File: config.mk
export PLATFORM = sky130hd
export DESIGN_NAME = fixed_block_pool_allocator
export DESIGN_NICKNAME = d
export VERILOG_FILES = /design/src/rtl/fbpa_pkg.sv /design/src/rtl/fixed_block_pool_allocator.sv /design/src/rtl/fbpa_ram.sv /design/src/rtl/fbpa_align_unit.sv /design/src/rtl/fbpa_addr_unit.sv
export SDC_FILE = /design/constraint.sdc
export NUM_CORES = 2
export LEC_CHECK = 0
export BUFFER_PORTS_ARGS = -buffer_cell sky130_fd_sc_hd__buf_2
export CORE_MARGIN = 8
export CORE_UTILIZATION = 63
export DETAILED_ROUTE_END_ITERATION = 8
export GPL_TIMING_DRIVEN = 0
export PLACE_DENSITY = 0.8
export SETUP_SLACK_MARGIN = 0.15
export SKIP_CTS_REPAIR_TIMING = 1
export SLEW_MARGIN = 10
export SYNTH_ARGS = -nofsm -noshare
export SYNTH_HDL_FRONTEND = slang
export SYNTH_SLANG_ARGS = --single-unit
File: constraint.sdc
create_clock -name clk_i -period 24.9 [get_ports clk_i]
set_input_delay 2.49 -clock clk_i [delete_from_list [all_inputs] [get_ports clk_i]]
set_output_delay 2.49 -clock clk_i [all_outputs]
set_load 0.01 [all_outputs]
File: src/rtl/fbpa_pkg.sv
// Shared types, widths and codes of the fixed block pool allocator.
package fbpa_pkg;

  localparam int CNT_W      = 9;   // block count and free count
  localparam int IDX_OUT_W  = 8;   // block index on the stream ports
  localparam int ADDR_W     = 32;  // byte address and base address
  localparam int BSIZE_W    = 17;  // configured block size
  localparam int PSIZE_W    = 18;  // aligned block size
  localparam int CFG_IDX_W  = 2;
  localparam int CFG_DATA_W = 32;
  localparam int IN_TDATA_W  = 16;
  localparam int OUT_TDATA_W = 56;

  localparam logic [CNT_W-1:0]   MIN_BLOCKS = 9'd2;
  localparam logic [BSIZE_W-1:0] MIN_BSIZE  = 17'd4;

  typedef enum logic [1:0] {
    MODE_CREATE  = 2'd0,
    MODE_GET     = 2'd1,
    MODE_RELEASE = 2'd2
  } mode_e;

  typedef enum logic [2:0] {
    ST_OK          = 3'd0,
    ST_NOT_CREATED = 3'd1,
    ST_UNDERFLOW   = 3'd2,
    ST_OVERFLOW    = 3'd3,
    ST_BAD         = 3'd4
  } status_e;

  typedef enum logic [CFG_IDX_W-1:0] {
    REG_BLOCK_COUNT  = 2'd0,
    REG_BASE_ADDRESS = 2'd1,
    REG_BLOCK_SIZE   = 2'd2
  } cfg_reg_e;

  typedef struct packed {
    status_e               status;
    logic [IDX_OUT_W-1:0]  index;
    logic [ADDR_W-1:0]     addr;
    logic [CNT_W-1:0]      free;
  } resp_t;

endpackage

File: src/rtl/fixed_block_pool_allocator.sv
// Fixed-size block pool allocator: LIFO free list with sequencer and shared units.
//
// Requests enter on the s_axis channel, one per accepted beat (mode, block
// index). Each request gives exactly one response on m_axis: status, granted
// index, block address and the free count after the request. Configuration
// registers (block count, base address, block size) are written on the cfg
// channel, which is always ready; write them only while no request is open.
// Flow: release, a rejected request and a bad create go from accept to
// the response register via S_RESP; get passes S_GET first, since the link
// store read and the index times size product are both registered before
// the base add. Create lays out block_count entries, with block_count capped
// at MAX_BLOCKS: the align unit rounds the base and then the size (reciprocal
// multiply, remainder, pad add), S_ALIGN_SIZE starts the walk, the link store
// is written one entry per cycle, and S_RESP hands over.
// One request is in flight at a time; tready
// falls for its duration. The response sits in an output register, so the
// next request may be accepted while that response waits for m_axis_tready.
// Reset leaves the pool not created with a zero free count; the link store
// is not cleared, create lays it out. A stalled receiver holds the response
// and the block stops taking requests once a new response is ready.
module fixed_block_pool_allocator #(
  parameter int MAX_BLOCKS  = 256,
  parameter int ALIGN_BYTES = 4
) (
  input  logic                                  clk_i,
  input  logic                                  rst_ni,
  // mode [1:0], block_index [9:2], zero fill
  input  logic [fbpa_pkg::IN_TDATA_W-1:0]       s_axis_tdata,
  input  logic                                  s_axis_tvalid,
  output logic                                  s_axis_tready,
  // status [2:0], granted_index [10:3], block_address [42:11],
  // free_count [51:43], zero fill
  output logic [fbpa_pkg::OUT_TDATA_W-1:0]      m_axis_tdata,
  output logic                                  m_axis_tvalid,
  input  logic                                  m_axis_tready,
  input  logic                                  cfg_valid_i,
  output logic                                  cfg_ready_o,
  input  logic [fbpa_pkg::CFG_IDX_W-1:0]        cfg_index_i,
  input  logic [fbpa_pkg::CFG_DATA_W-1:0]       cfg_data_i
);

  localparam int IDX_W = $clog2(MAX_BLOCKS);
  localparam int CW    = fbpa_pkg::CNT_W;
  localparam int PAD_W = fbpa_pkg::OUT_TDATA_W - $bits(fbpa_pkg::resp_t);

  typedef enum logic [5:0] {
    S_IDLE       = 6'b000001,
    S_ALIGN_BASE = 6'b000010,
    S_ALIGN_SIZE = 6'b000100,
    S_WALK       = 6'b001000,
    S_GET        = 6'b010000,
    S_RESP       = 6'b100000
  } state_e;

  state_e state_q, state_d;

  logic [CW-1:0]                    cfg_count_q;
  logic [fbpa_pkg::ADDR_W-1:0]      cfg_base_q;
  logic [fbpa_pkg::BSIZE_W-1:0]     cfg_size_q;

  logic                             created_q, created_d;
  logic [IDX_W-1:0]                 head_q, head_d;
  logic [CW-1:0]                    free_q, free_d;
  logic [CW-1:0]                    pool_count_q, pool_count_d;
  logic [fbpa_pkg::ADDR_W-1:0]      pool_base_q, pool_base_d;
  logic [fbpa_pkg::PSIZE_W-1:0]     pool_size_q, pool_size_d;
  logic [CW-1:0]                    walk_n_q, walk_n_d;
  logic [CW-1:0]                    walk_cnt_q, walk_cnt_d;
  logic [CW-1:0]                    walk_nxt;
  logic [CW-1:0]                    create_n;

  fbpa_pkg::resp_t                  res_q, res_d;
  logic                             out_valid_q, out_valid_d;
  fbpa_pkg::resp_t                  out_q, out_d;

  logic                             in_acc;
  fbpa_pkg::mode_e                  in_mode;
  logic [fbpa_pkg::IDX_OUT_W-1:0]   in_idx;

  logic                             ram_we, ram_re;
  logic [IDX_W-1:0]                 ram_waddr;
  logic [IDX_W-1:0]                 ram_wdata;
  logic [IDX_W-1:0]                 ram_rdata;

  logic                             align_start, align_done;
  logic [fbpa_pkg::ADDR_W-1:0]      align_operand, align_result;
  logic                             mul_en;
  logic [fbpa_pkg::ADDR_W-1:0]      blk_addr;

  assign in_acc        = s_axis_tvalid & s_axis_tready;
  assign in_mode       = fbpa_pkg::mode_e'(s_axis_tdata[1:0]);
  assign in_idx        = s_axis_tdata[9:2];
  assign s_axis_tready = (state_q == S_IDLE);
  assign cfg_ready_o   = 1'b1;
  assign m_axis_tvalid = out_valid_q;
  assign m_axis_tdata  = {PAD_W'(0), out_q.free, out_q.addr, out_q.index, out_q.status};

  assign create_n = (32'(cfg_count_q) > MAX_BLOCKS) ? CW'(MAX_BLOCKS) : cfg_count_q;
  assign walk_nxt = walk_cnt_q + 1'b1;

  fbpa_ram #(
    .WIDTH (IDX_W),
    .DEPTH (MAX_BLOCKS)
  ) u_link_ram (
    .clk_i   (clk_i),
    .we_i    (ram_we),
    .waddr_i (ram_waddr),
    .wdata_i (ram_wdata),
    .re_i    (ram_re),
    .raddr_i (head_q),
    .rdata_o (ram_rdata)
  );

  fbpa_align_unit #(
    .ALIGN_BYTES (ALIGN_BYTES)
  ) u_align (
    .clk_i     (clk_i),
    .rst_ni    (rst_ni),
    .start_i   (align_start),
    .operand_i (align_operand),
    .done_o    (align_done),
    .result_o  (align_result)
  );

  fbpa_addr_unit #(
    .IDX_W (IDX_W)
  ) u_addr (
    .clk_i   (clk_i),
    .en_i    (mul_en),
    .index_i (head_q),
    .size_i  (pool_size_q),
    .base_i  (pool_base_q),
    .addr_o  (blk_addr)
  );

  always_comb begin
    state_d       = state_q;
    created_d     = created_q;
    head_d        = head_q;
    free_d        = free_q;
    pool_count_d  = pool_count_q;
    pool_base_d   = pool_base_q;
    pool_size_d   = pool_size_q;
    walk_n_d      = walk_n_q;
    walk_cnt_d    = walk_cnt_q;
    res_d         = res_q;
    ram_we        = 1'b0;
    ram_re        = 1'b0;
    ram_waddr     = '0;
    ram_wdata     = '0;
    align_start   = 1'b0;
    align_operand = '0;
    mul_en        = 1'b0;
    out_valid_d   = out_valid_q;
    out_d         = out_q;

    if (m_axis_tready) begin
      out_valid_d = 1'b0;
    end

    unique case (state_q)
      S_IDLE: begin
        if (in_acc) begin
          res_d   = '{fbpa_pkg::ST_OK, '0, '0, free_q};
          state_d = S_RESP;
          unique case (in_mode)
            fbpa_pkg::MODE_CREATE: begin
              if (cfg_count_q < fbpa_pkg::MIN_BLOCKS || cfg_size_q < fbpa_pkg::MIN_BSIZE) begin
                created_d    = 1'b0;
                free_d       = '0;
                pool_count_d = '0;
                head_d       = '0;
                res_d        = '{fbpa_pkg::ST_NOT_CREATED, '0, '0, '0};
              end else begin
                walk_n_d      = create_n;
                align_start   = 1'b1;
                align_operand = cfg_base_q;
                state_d       = S_ALIGN_BASE;
              end
            end
            fbpa_pkg::MODE_GET: begin
              if (!created_q) begin
                res_d.status = fbpa_pkg::ST_NOT_CREATED;
              end else if (free_q == '0) begin
                res_d.status = fbpa_pkg::ST_UNDERFLOW;
              end else begin
                ram_re  = 1'b1;
                mul_en  = 1'b1;
                state_d = S_GET;
              end
            end
            fbpa_pkg::MODE_RELEASE: begin
              if (!created_q) begin
                res_d.status = fbpa_pkg::ST_NOT_CREATED;
              end else if (CW'(in_idx) >= pool_count_q) begin
                res_d.status = fbpa_pkg::ST_BAD;
              end else if (free_q >= pool_count_q) begin
                res_d.status = fbpa_pkg::ST_OVERFLOW;
              end else begin
                // push: link the old head behind the released block
                ram_we     = 1'b1;
                ram_waddr  = IDX_W'(in_idx);
                ram_wdata  = head_q;
                head_d     = IDX_W'(in_idx);
                free_d     = free_q + 1'b1;
                res_d.free = free_q + 1'b1;
              end
            end
            default: begin
              res_d.status = fbpa_pkg::ST_BAD;
            end
          endcase
        end
      end
      S_ALIGN_BASE: begin
        if (align_done) begin
          pool_base_d   = align_result;
          align_start   = 1'b1;
          align_operand = fbpa_pkg::ADDR_W'(cfg_size_q);
          state_d       = S_ALIGN_SIZE;
        end
      end
      S_ALIGN_SIZE: begin
        if (align_done) begin
          pool_size_d = align_result[fbpa_pkg::PSIZE_W-1:0];
          walk_cnt_d  = '0;
          state_d     = S_WALK;
        end
      end
      S_WALK: begin
        ram_we     = 1'b1;
        ram_waddr  = IDX_W'(walk_cnt_q);
        ram_wdata  = (walk_nxt < walk_n_q) ? IDX_W'(walk_nxt) : '0;
        walk_cnt_d = walk_nxt;
        if (walk_nxt == walk_n_q) begin
          pool_count_d = walk_n_q;
          head_d       = '0;
          free_d       = walk_n_q;
          created_d    = 1'b1;
          res_d        = '{fbpa_pkg::ST_OK, '0, '0, walk_n_q};
          state_d      = S_RESP;
        end
      end
      S_GET: begin
        // pop: the link read of the old head becomes the new head
        head_d  = ram_rdata;
        free_d  = free_q - 1'b1;
        res_d   = '{fbpa_pkg::ST_OK, fbpa_pkg::IDX_OUT_W'(head_q), blk_addr, free_q - 1'b1};
        state_d = S_RESP;
      end
      S_RESP: begin
        if (!out_valid_q || m_axis_tready) begin
          out_valid_d = 1'b1;
          out_d       = res_q;
          state_d     = S_IDLE;
        end
      end
      default: begin
        state_d = S_IDLE;
      end
    endcase
  end

  always_ff @(posedge clk_i or negedge rst_ni) begin
    if (!rst_ni) begin
      state_q      <= S_IDLE;
      created_q    <= 1'b0;
      head_q       <= '0;
      free_q       <= '0;
      pool_count_q <= '0;
      pool_base_q  <= '0;
      pool_size_q  <= '0;
      walk_n_q     <= '0;
      walk_cnt_q   <= '0;
      out_valid_q  <= 1'b0;
      cfg_count_q  <= 9'd256;
      cfg_base_q   <= '0;
      cfg_size_q   <= 17'd4;
    end else begin
      state_q      <= state_d;
      created_q    <= created_d;
      head_q       <= head_d;
      free_q       <= free_d;
      pool_count_q <= pool_count_d;
      pool_base_q  <= pool_base_d;
      pool_size_q  <= pool_size_d;
      walk_n_q     <= walk_n_d;
      walk_cnt_q   <= walk_cnt_d;
      out_valid_q  <= out_valid_d;
      if (cfg_valid_i && cfg_ready_o) begin
        unique case (fbpa_pkg::cfg_reg_e'(cfg_index_i))
          fbpa_pkg::REG_BLOCK_COUNT:  cfg_count_q <= cfg_data_i[CW-1:0];
          fbpa_pkg::REG_BASE_ADDRESS: cfg_base_q  <= cfg_data_i;
          fbpa_pkg::REG_BLOCK_SIZE:   cfg_size_q  <= cfg_data_i[fbpa_pkg::BSIZE_W-1:0];
          default: ;
        endcase
      end
    end
  end

  always_ff @(posedge clk_i) begin
    res_q <= res_d;
    out_q <= out_d;
  end

endmodule

File: src/rtl/fbpa_ram.sv
// Generic single-write, single-read RAM with registered read data.
module fbpa_ram #(
  parameter int WIDTH = 8,
  parameter int DEPTH = 256
) (
  input  logic                     clk_i,
  input  logic                     we_i,
  input  logic [$clog2(DEPTH)-1:0] waddr_i,
  input  logic [WIDTH-1:0]         wdata_i,
  input  logic                     re_i,
  input  logic [$clog2(DEPTH)-1:0] raddr_i,
  output logic [WIDTH-1:0]         rdata_o
);

  logic [WIDTH-1:0] mem_q [DEPTH];
  logic [WIDTH-1:0] rdata_q;

  always_ff @(posedge clk_i) begin
    if (we_i) begin
      mem_q[waddr_i] <= wdata_i;
    end
    if (re_i) begin
      rdata_q <= mem_q[raddr_i];
    end
  end

  assign rdata_o = rdata_q;

endmodule

File: src/rtl/fbpa_align_unit.sv
// Align-up unit: rounds a 32-bit value up to the alignment with one shared reciprocal multiplier.
module fbpa_align_unit #(
  parameter int ALIGN_BYTES = 4
) (
  input  logic                        clk_i,
  input  logic                        rst_ni,
  input  logic                        start_i,
  input  logic [fbpa_pkg::ADDR_W-1:0] operand_i,
  output logic                        done_o,
  output logic [fbpa_pkg::ADDR_W-1:0] result_o
);

  localparam int AW     = fbpa_pkg::ADDR_W;
  localparam int SHIFT  = AW + $clog2(ALIGN_BYTES);
  localparam int PW     = $clog2(ALIGN_BYTES + 1);
  localparam int MB_W   = 17;
  localparam int PROD_W = AW + MB_W;
  localparam int SUM_W  = PROD_W + 16;
  // ceil(2^SHIFT / ALIGN_BYTES) gives the exact quotient for every 32-bit operand
  localparam logic [63:0]     RECIP    =
    ((64'd1 << SHIFT) + 64'(ALIGN_BYTES - 1)) / 64'(ALIGN_BYTES);
  localparam logic [MB_W-1:0] RECIP_LO = MB_W'(RECIP[15:0]);
  localparam logic [MB_W-1:0] RECIP_HI = RECIP[32:16];
  localparam logic [AW-1:0]   ALIGN_A  = AW'(ALIGN_BYTES);
  localparam logic [PW-1:0]   ALIGN_P  = PW'(ALIGN_BYTES);

  typedef enum logic [4:0] {
    PH_IDLE = 5'b00001,
    PH_LO   = 5'b00010,
    PH_HI   = 5'b00100,
    PH_REM  = 5'b01000,
    PH_ADD  = 5'b10000
  } phase_e;

  phase_e              phase_q, phase_d;
  logic                done_q, done_d;
  logic [AW-1:0]       op_q, op_d;
  logic [PROD_W-1:0]   acc_q, acc_d;
  logic [AW-1:0]       quot_q, quot_d;
  logic [PW-1:0]       rem_q, rem_d;
  logic [AW-1:0]       res_q, res_d;
  logic [MB_W-1:0]     mult_b;
  logic [PROD_W-1:0]   prod;
  logic [SUM_W-1:0]    sum;
  logic [PW-1:0]       pad;

  always_comb begin
    phase_d = phase_q;
    done_d  = 1'b0;
    op_d    = op_q;
    acc_d   = acc_q;
    quot_d  = quot_q;
    rem_d   = rem_q;
    res_d   = res_q;
    // low half of the reciprocal first, then the high half
    mult_b  = (phase_q == PH_LO) ? RECIP_LO : RECIP_HI;
    prod    = PROD_W'(op_q) * PROD_W'(mult_b);
    sum     = SUM_W'(acc_q) + (SUM_W'(prod) << 16);
    pad     = (rem_q == '0) ? '0 : ALIGN_P - rem_q;
    if (start_i) begin
      phase_d = PH_LO;
      op_d    = operand_i;
    end else begin
      unique case (phase_q)
        PH_LO: begin
          acc_d   = prod;
          phase_d = PH_HI;
        end
        PH_HI: begin
          quot_d  = AW'(sum >> SHIFT);
          phase_d = PH_REM;
        end
        PH_REM: begin
          rem_d   = PW'(op_q - quot_q * ALIGN_A);
          phase_d = PH_ADD;
        end
        PH_ADD: begin
          res_d   = op_q + AW'(pad);
          done_d  = 1'b1;
          phase_d = PH_IDLE;
        end
        default: begin
          phase_d = PH_IDLE;
        end
      endcase
    end
  end

  always_ff @(posedge clk_i or negedge rst_ni) begin
    if (!rst_ni) begin
      phase_q <= PH_IDLE;
      done_q  <= 1'b0;
    end else begin
      phase_q <= phase_d;
      done_q  <= done_d;
    end
  end

  always_ff @(posedge clk_i) begin
    op_q   <= op_d;
    acc_q  <= acc_d;
    quot_q <= quot_d;
    rem_q  <= rem_d;
    res_q  <= res_d;
  end

  assign done_o   = done_q;
  assign result_o = res_q;

endmodule

File: src/rtl/fbpa_addr_unit.sv
// Block address unit: registered index times size, then add of the base.
module fbpa_addr_unit #(
  parameter int IDX_W = 8
) (
  input  logic                         clk_i,
  input  logic                         en_i,
  input  logic [IDX_W-1:0]             index_i,
  input  logic [fbpa_pkg::PSIZE_W-1:0] size_i,
  input  logic [fbpa_pkg::ADDR_W-1:0]  base_i,
  output logic [fbpa_pkg::ADDR_W-1:0]  addr_o
);

  localparam int PROD_W = IDX_W + fbpa_pkg::PSIZE_W;

  logic [PROD_W-1:0] prod_q;

  always_ff @(posedge clk_i) begin
    if (en_i) begin
      prod_q <= PROD_W'(index_i) * PROD_W'(size_i);
    end
  end

  assign addr_o = base_i + fbpa_pkg::ADDR_W'(prod_q);

endmodule

After elaboration in Yosys (flattened, before gate mapping)
Memory sizes are Yosys's and may differ from the RTL's. A register that Yosys moved wholly into a read port is not among the register bits.
Cells that the tools add are included.
{ "op_classes": {"n_mul": 2, "n_lt_le_gt_ge": 6, "n_reduce_logical": 27, "eq_ne": 27, "bitwise_logic": 3, "add_sub_neg": 8, "n_mux": 94} }
{ "ops": {"columns": ["operator", "count"], "rows": [
  ["52-bit case mux with 3 select lines", 1],
  ["8-bit two-way mux", 17],
  ["52-bit two-way mux", 2],
  ["32-bit two-way mux", 3],
  ["9-bit two-way mux", 10],
  ["9-bit case mux with 2 select lines", 4],
  ["32-bit case mux with 2 select lines", 1],
  ["50-bit two-way mux", 1],
  ["6-bit two-way mux", 8],
  ["8-bit case mux with 2 select lines", 3],
  ["40-bit two-way mux", 1],
  ["6-bit case mux with 6 select lines", 1],
  ["35-bit adder", 1],
  ["32-bit by 17-bit multiplier with 35-bit output", 1],
  ["17-bit two-way mux", 2],
  ["32-bit by 26-bit adder with 32-bit output", 1],
  ["32-bit by 3-bit adder with 32-bit output", 1],
  ["9-bit case mux with 3 select lines", 1],
  ["8-bit by 18-bit multiplier with 26-bit output", 1],
  ["1-bit two-way mux", 25],
  ["8-bit case mux with 3 select lines", 1],
  ["2-bit AND reduction", 11],
  ["9-bit by 1-bit adder with 9-bit output, second input constant", 2],
  ["17-bit by 3-bit less-than comparator with 1-bit output, second input constant", 1],
  ["45 further kinds", 67]
]} }
{ "totals": {"input_bits": 55, "word_cells": 197, "memories": 1, "out_inout_bits": 59, "mem_bits_rw": 2048, "regBits": 399} }
{ "memory_table": {"columns": ["memory", "words", "width", "rd", "rd_ports_with_merged_regs", "write_ports", "line_no", "source"], "rows": [
  ["u_link_ram.mem_q", 256, 8, 1, 1, 1, "fbpa_ram.sv:15", "logic [WIDTH-1:0] mem_q [DEPTH];"]
]} }

Logic depth before layout (Yosys ltp)
{ "logic_depth": {"ltp_word": 9, "depth_mapped": 22} }

Hierarchy
From an unflattened synthesis, not the netlist that was laid out.
{ "unflattened": {"cells_unflattened": 5654, "area_unflattened_um2": 101607.4} }
{ "by_module_without_submodules": {"columns": ["module", "seq_area_each_um2", "cells_per_inst", "area_each_um2", "instances"], "rows": [
  ["fbpa_ram", 61739.2, 3733, 79636.4, 1],
  ["fixed_block_pool_allocator", 7130.6, 889, 11629.9, 1],
  ["fbpa_addr_unit", 780.7, 817, 7094.3, 1],
  ["fbpa_align_unit", 2283.4, 215, 3246.9, 1]
]} }

Least setup slack after synthesis
No wires, ideal clock.
{ "synth_path": {"path_type": "reg2reg", "from": "register walk_cnt_q[0]", "to": "memory u_link_ram.mem_q[0][0], data pin", "path_stages_with_launch": 11, "setup_ps": 2955, "slack_ps": 5638, "arrival_ps": 16307, "period_less_slack_ps": 19262, "path_cell_list": "dfrtp_1 ha_1 ha_1 nor2b_1 o21a_1 o21a_1 o21a_1 o21a_1 o21ai_0 a21oi_1 o41ai_1"} }
{ "synth_between": {"elab_chain_len": 4} }
{ "synth_rtl": {"columns": ["element", "line_no", "source"], "rows": [
  ["start, declared", "fixed_block_pool_allocator.sv:68", "logic [CW-1:0] walk_cnt_q, walk_cnt_d;"],
  ["start signal, assigned", "fixed_block_pool_allocator.sv:288", "walk_cnt_q <= walk_cnt_d;"],
  ["9-bit by 1-bit adder with 9-bit output (*)", "fixed_block_pool_allocator.sv:99", "assign walk_nxt = walk_cnt_q + 1'b1;"],
  ["9-bit less-than comparator", "fixed_block_pool_allocator.sv:233", "ram_wdata = (walk_nxt < walk_n_q) ? IDX_W'(walk_nxt) : '0;"],
  ["8-bit two-way mux (*)", "fixed_block_pool_allocator.sv:233", null],
  ["8-bit case mux with 2 select lines (*)", "fixed_block_pool_allocator.sv:161", "unique case (state_q)"],
  ["via ram_wdata[0]", "fixed_block_pool_allocator.sv:82", "logic [IDX_W-1:0] ram_wdata;"],
  ["end, declared", "fbpa_ram.sv:15", null]
]} }
Mark *: on every way through the listed nets, which the timed path passes. The rest lies on a longest branch.

Final worst setup path
{ "layout_path": {"from": "register head_q[2]", "to": "register u_addr.prod_q[25], data pin"} }
{ "layout_between": {"elab_chain_len": 1} }
{ "layout_rtl": {"columns": ["element", "line_no", "source"], "rows": [
  ["start, declared", "fixed_block_pool_allocator.sv:62", "logic [IDX_W-1:0] head_q, head_d;"],
  ["start signal, assigned", "fixed_block_pool_allocator.sv:268", "head_q <= '0;"],
  ["start signal, assigned", "fixed_block_pool_allocator.sv:282", "head_q <= head_d;"],
  ["8-bit by 18-bit multiplier with 26-bit output", "fbpa_addr_unit.sv:19", "prod_q <= PROD_W'(index_i) * PROD_W'(size_i);"],
  ["end signal, assigned", "fbpa_addr_unit.sv:19", null],
  ["end, declared", "fbpa_addr_unit.sv:15", "logic [PROD_W-1:0] prod_q;"]
]} }
No other way between the ends.
A chain may end at the register's enable or synchronous reset.

==> summary.md <==
| Metric | Value |
|---|---|
| Outcome | finished with violations |
| Failing checks | capacitance limit, slew limit |
| Multiplexer share of the synthesized area | 16.40% |
| RSZ-0062 raised after global routing | false |
| Cell Chain, Critical Path | clkbuf_1 -> buf_1 -> buf_1 -> clkbuf_1 -> nand2_1 -> fa_1 -> inv_1 -> fa_1 -> fa_1 -> inv_1 -> fa_1 -> inv_1 -> ha_1 -> a211oi_1 -> a22oi_1 -> a21oi_1 -> nand2_1 -> a41o_1 -> o41ai_1 -> o21ai_0 -> xnor2_1 |
| Crit path to | u_addr.prod_q[25]$_DFFE_PP_ |
| Min-delay worst type | register to register |
| Crit path max-delay family | buffers and inverters |
| Final Hold Slack | 0.4167 ns |
| Worst Path Max Fanout | 10 |
| Via/cell ratio | 7.241 |
| Initial antenna violation count | 24 |
| Max-slew violation count | 11 |
| Wire per inst | around 37 um |
| Worst rel slew slack | -6.140% |
| CTS Sinks | 2,423 |
| Synth Area in XOR/XNOR | 0.7312% |
| Mapped Cells | 5,148 |
| Gpl congestion | 0.9388 |
| Most common cell after layout, fill and taps aside | edfxtp_1 |
| Worst flop-to-flop path startpoint | head_q[2]$_DFFE_PN0P_ |
| R2R setup slack | 17.11 ns |
| Post-Synth Adder-Cell Area | under 10% |
| Main combinational cell family by area after synthesis | multiplexers |
| Critical path depth | 21 |
| DRC | 0 |
| GRT Total Usage | between 30% and 40% |
| Minimum clock period after layout | 7.785 ns |
| Ys Warns | 0 |
| Core area | 158,600 um2 |
| CP Data Arrival Time | 8.37 ns |
| Register area share after synthesis | approximately 71% |
| Max VDD drop | 0.07837 mV |
| Root buffer cell | clkbuf_16 |
| Synth cell types | 78 |
| Synth Cell Area | 100,600 um2 |
| Comb pwr share | less than 1% |
| Total gr overflow | 0 |
| Die W | 415.6 um |
| Largest net degree at the start of global routing | 96 |
| Sw Share | 20.45% |
| First-pass GRT wire length | 415.1 mm |
| Placement row count | 146 |
| Worst Setup SP | head_q[2]$_DFFE_PN0P_ |
| Final WL | approximately 300 mm |
| Compound-Gate Fraction of Synth Area | 2.262% |
| Die Y | 415.6 um |
| Initial Utilization | 63.46% |
| Clock transition at path regs | 0.06 ns |
| Simple-gate share of the synthesized area | 4.125% |
| Die ar. | 172,800 um2 |
| Pwr dens | around 70 nW/um2 |
| WP buf/inv | 7 |
| Primary FF master, synth | edfxtp_1 |
| Internal power | roughly 0.0063 W |
| Worst-skew pair later-pin latency | 0.89 ns |
| IO Pins | 114 |
| Max_cap viols | 1 |
| Reg power frac | around 56% |
| Worst path slowest cell | buf_1 |
| # fillers | 8,836 |
| PortBufs | 101 |
| Via Count | roughly 57,000 |
| Crit path kind | register to register |
| Synthesized flop and latch total | 2,423 |
| Worst-Margin Slew | 1.592 ns |
| DRT iter0 DRCs | 9,591 |
| Clock Skew | 0.06388 ns |
| Nets | just under 6,000 |
| CTS tree | yes |
| Worst R2R End | u_addr.prod_q[25]$_DFFE_PP_ |
| WP data required | 25.48 ns |
| Final Hold Fails | 0 |
| Post-synth EDFFs | about 2,300 |
| Final ANT Viol Nets | 0 |
| Clock share of power | 43.6% |
| Fmax | between 0.1 and 0.15 GHz |
| Pre-antenna DRT Iters | 9 |
| Vias in the first global route | 56,540 |
| Syn Area/Cell | 19.55 um2 |
| Pleak | ~35 nW |
| Crit. End Element | register |
| CTS H-tree lvls | 4 |
| Reg2reg path depth | 21 |
| Startpoint class of the critical path | register |
| Ys async rst share | 6.851% |
| HPWL Detailed | 184.3 mm |
| Final worst path period share | between 30% and 40% |
| CP dominant cell by count | fa_1 |
| Ratio of cells with drive above 1 in the final layout | 25.79% |
| TritonCTS Buffers | 225 |
| Setup TNS | 0 ns |
| NetSw | around 0.0016 W |
| Clock Path Buffers | 3 |
| Setup-failing EPs final | 0 |
| P&R area growth vs syn | 12.14% |
| Largest stage delay, worst path | 1.01 ns |
| Most frequent cells in the layout | 2,257 x edfxtp_1, 672 x mux4_2, 329 x nor2_1, 225 x clkbuf_16, 212 x buf_2 |
## worst min path at each step
stage,from,endpoint,slack [ns],cells after the start
final,res_q[31]$_SDFFCE_PP0P_,m_axis_tdata[33]$_DFFE_PP_,0.42,0
after global routing,res_q[48]$_SDFFCE_PP0P_,m_axis_tdata[10]$_DFFE_PP_,0.42,0
after CTS,res_q[8]$_DFFE_PP_,m_axis_tdata[51]$_DFFE_PP_,0.41,0
after detailed placement,res_q[4]$_DFFE_PP_,m_axis_tdata[47]$_DFFE_PP_,0.40,0
after global placement,res_q[36]$_SDFFCE_PP0P_,m_axis_tdata[38]$_DFFE_PP_,0.40,0
after floorplan,res_q[49]$_SDFFCE_PP0P_,m_axis_tdata[0]$_DFFE_PP_,0.40,0
## synthesized netlist by cell type (all sizes together), types with 98 or more instances
cell type / number / share of area, %
ha: 107 / 1.3
nor2: 329 / 1.2
and2: 150 / 0.93
edfxtp: 2257 / 67
fa: 98 / 1.9
clkbuf: 164 / 0.61
mux2: 117 / 1.3
inv: 157 / 0.59
nand2: 193 / 0.72
buf: 104 / 0.50
mux4: 672 / 15
dfrtp: 162 / 4.0
## power groups by stage
| stage | clock, W | sequential (W) | combinational [W] |
|---|---|---|---|
| floorplan | 0 | 0.00450 | 0.0000234 |
| global placement | 0 | 0.00450 | 0.0000379 |
| detailed placement | 0 | 0.00450 | 0.0000404 |
| CTS | 0.00344 | 0.00441 | 0.0000413 |
| global route | 0.00358 | 0.00441 | 0.0000450 |
| finish | 0.00344 | 0.00441 | 0.0000412 |
## registers in the layout (all words and copies together), names as in the netlist, 17 cells and up
| name | count |
|---|---|
| u_align.result_o | 32 |
| pool_base_q | 32 |
| u_align.op_q | 32 |
| cfg_base_q | 32 |
| u_addr.prod_q | 26 |
| res_q | 52 |
| m_axis_tdata | 52 |
| u_link_ram.mem_q | 2048 |
| pool_size_q | 18 |
| cfg_size_q | 17 |
## stage by stage
| stage | area, um2 | setup WS [ns] | util (%) | total power, W | std cells |
|---|---|---|---|---|---|
| 2_1_floorplan | 100600 | 5.638 | - | 0.004518 | 5151 |
| 3_3_place_gp | 103700 | -10.98 | 65.42 | 0.004536 | 7324 |
| 3_5_place_dp | 105500 | 17.30 | 66.53 | 0.004540 | 7460 |
| 4_1_cts | 112700 | 17.30 | 71.10 | 0.007891 | 7881 |
| 5_1_grt | 112800 | 16.81 | 71.12 | 0.008034 | 7888 |
| 6_report | 112800 | 17.11 | 71.16 | 0.007895 | 7911 |
## final cells by class
class	count	area (um2)	area share [%]
sequential	2423	71930	63.75
antenna	30	75.07	0.06653
inverter	157	589.3	0.5223
tap	2072	2592	2.298
timing repair buffer	237	2069	1.834
buffer	268	1157	1.026
clock buffer	286	5879	5.211
clock inverter	135	1365	1.210
multi-input combinational	2303	27170	24.08
## cell families (layout without fill, tap and decap cells)
logic type	count (synthesis)	after routing
compound gates	339	339
xor+xnor	84	84
fa+ha+maj	205	205
buf+inv	425	1083
flops	2423	2423
mux	794	794
other cells	2	35
simple gates	876	876
## layer usage
metal  global-route usage [%]  wire length (um)
met5                   0.3889               142
met2                    52.15            135900
met1                    41.26             93880
met3                    11.16             39930
met4                    22.16             24530
(Power assumes the default switching activity.)
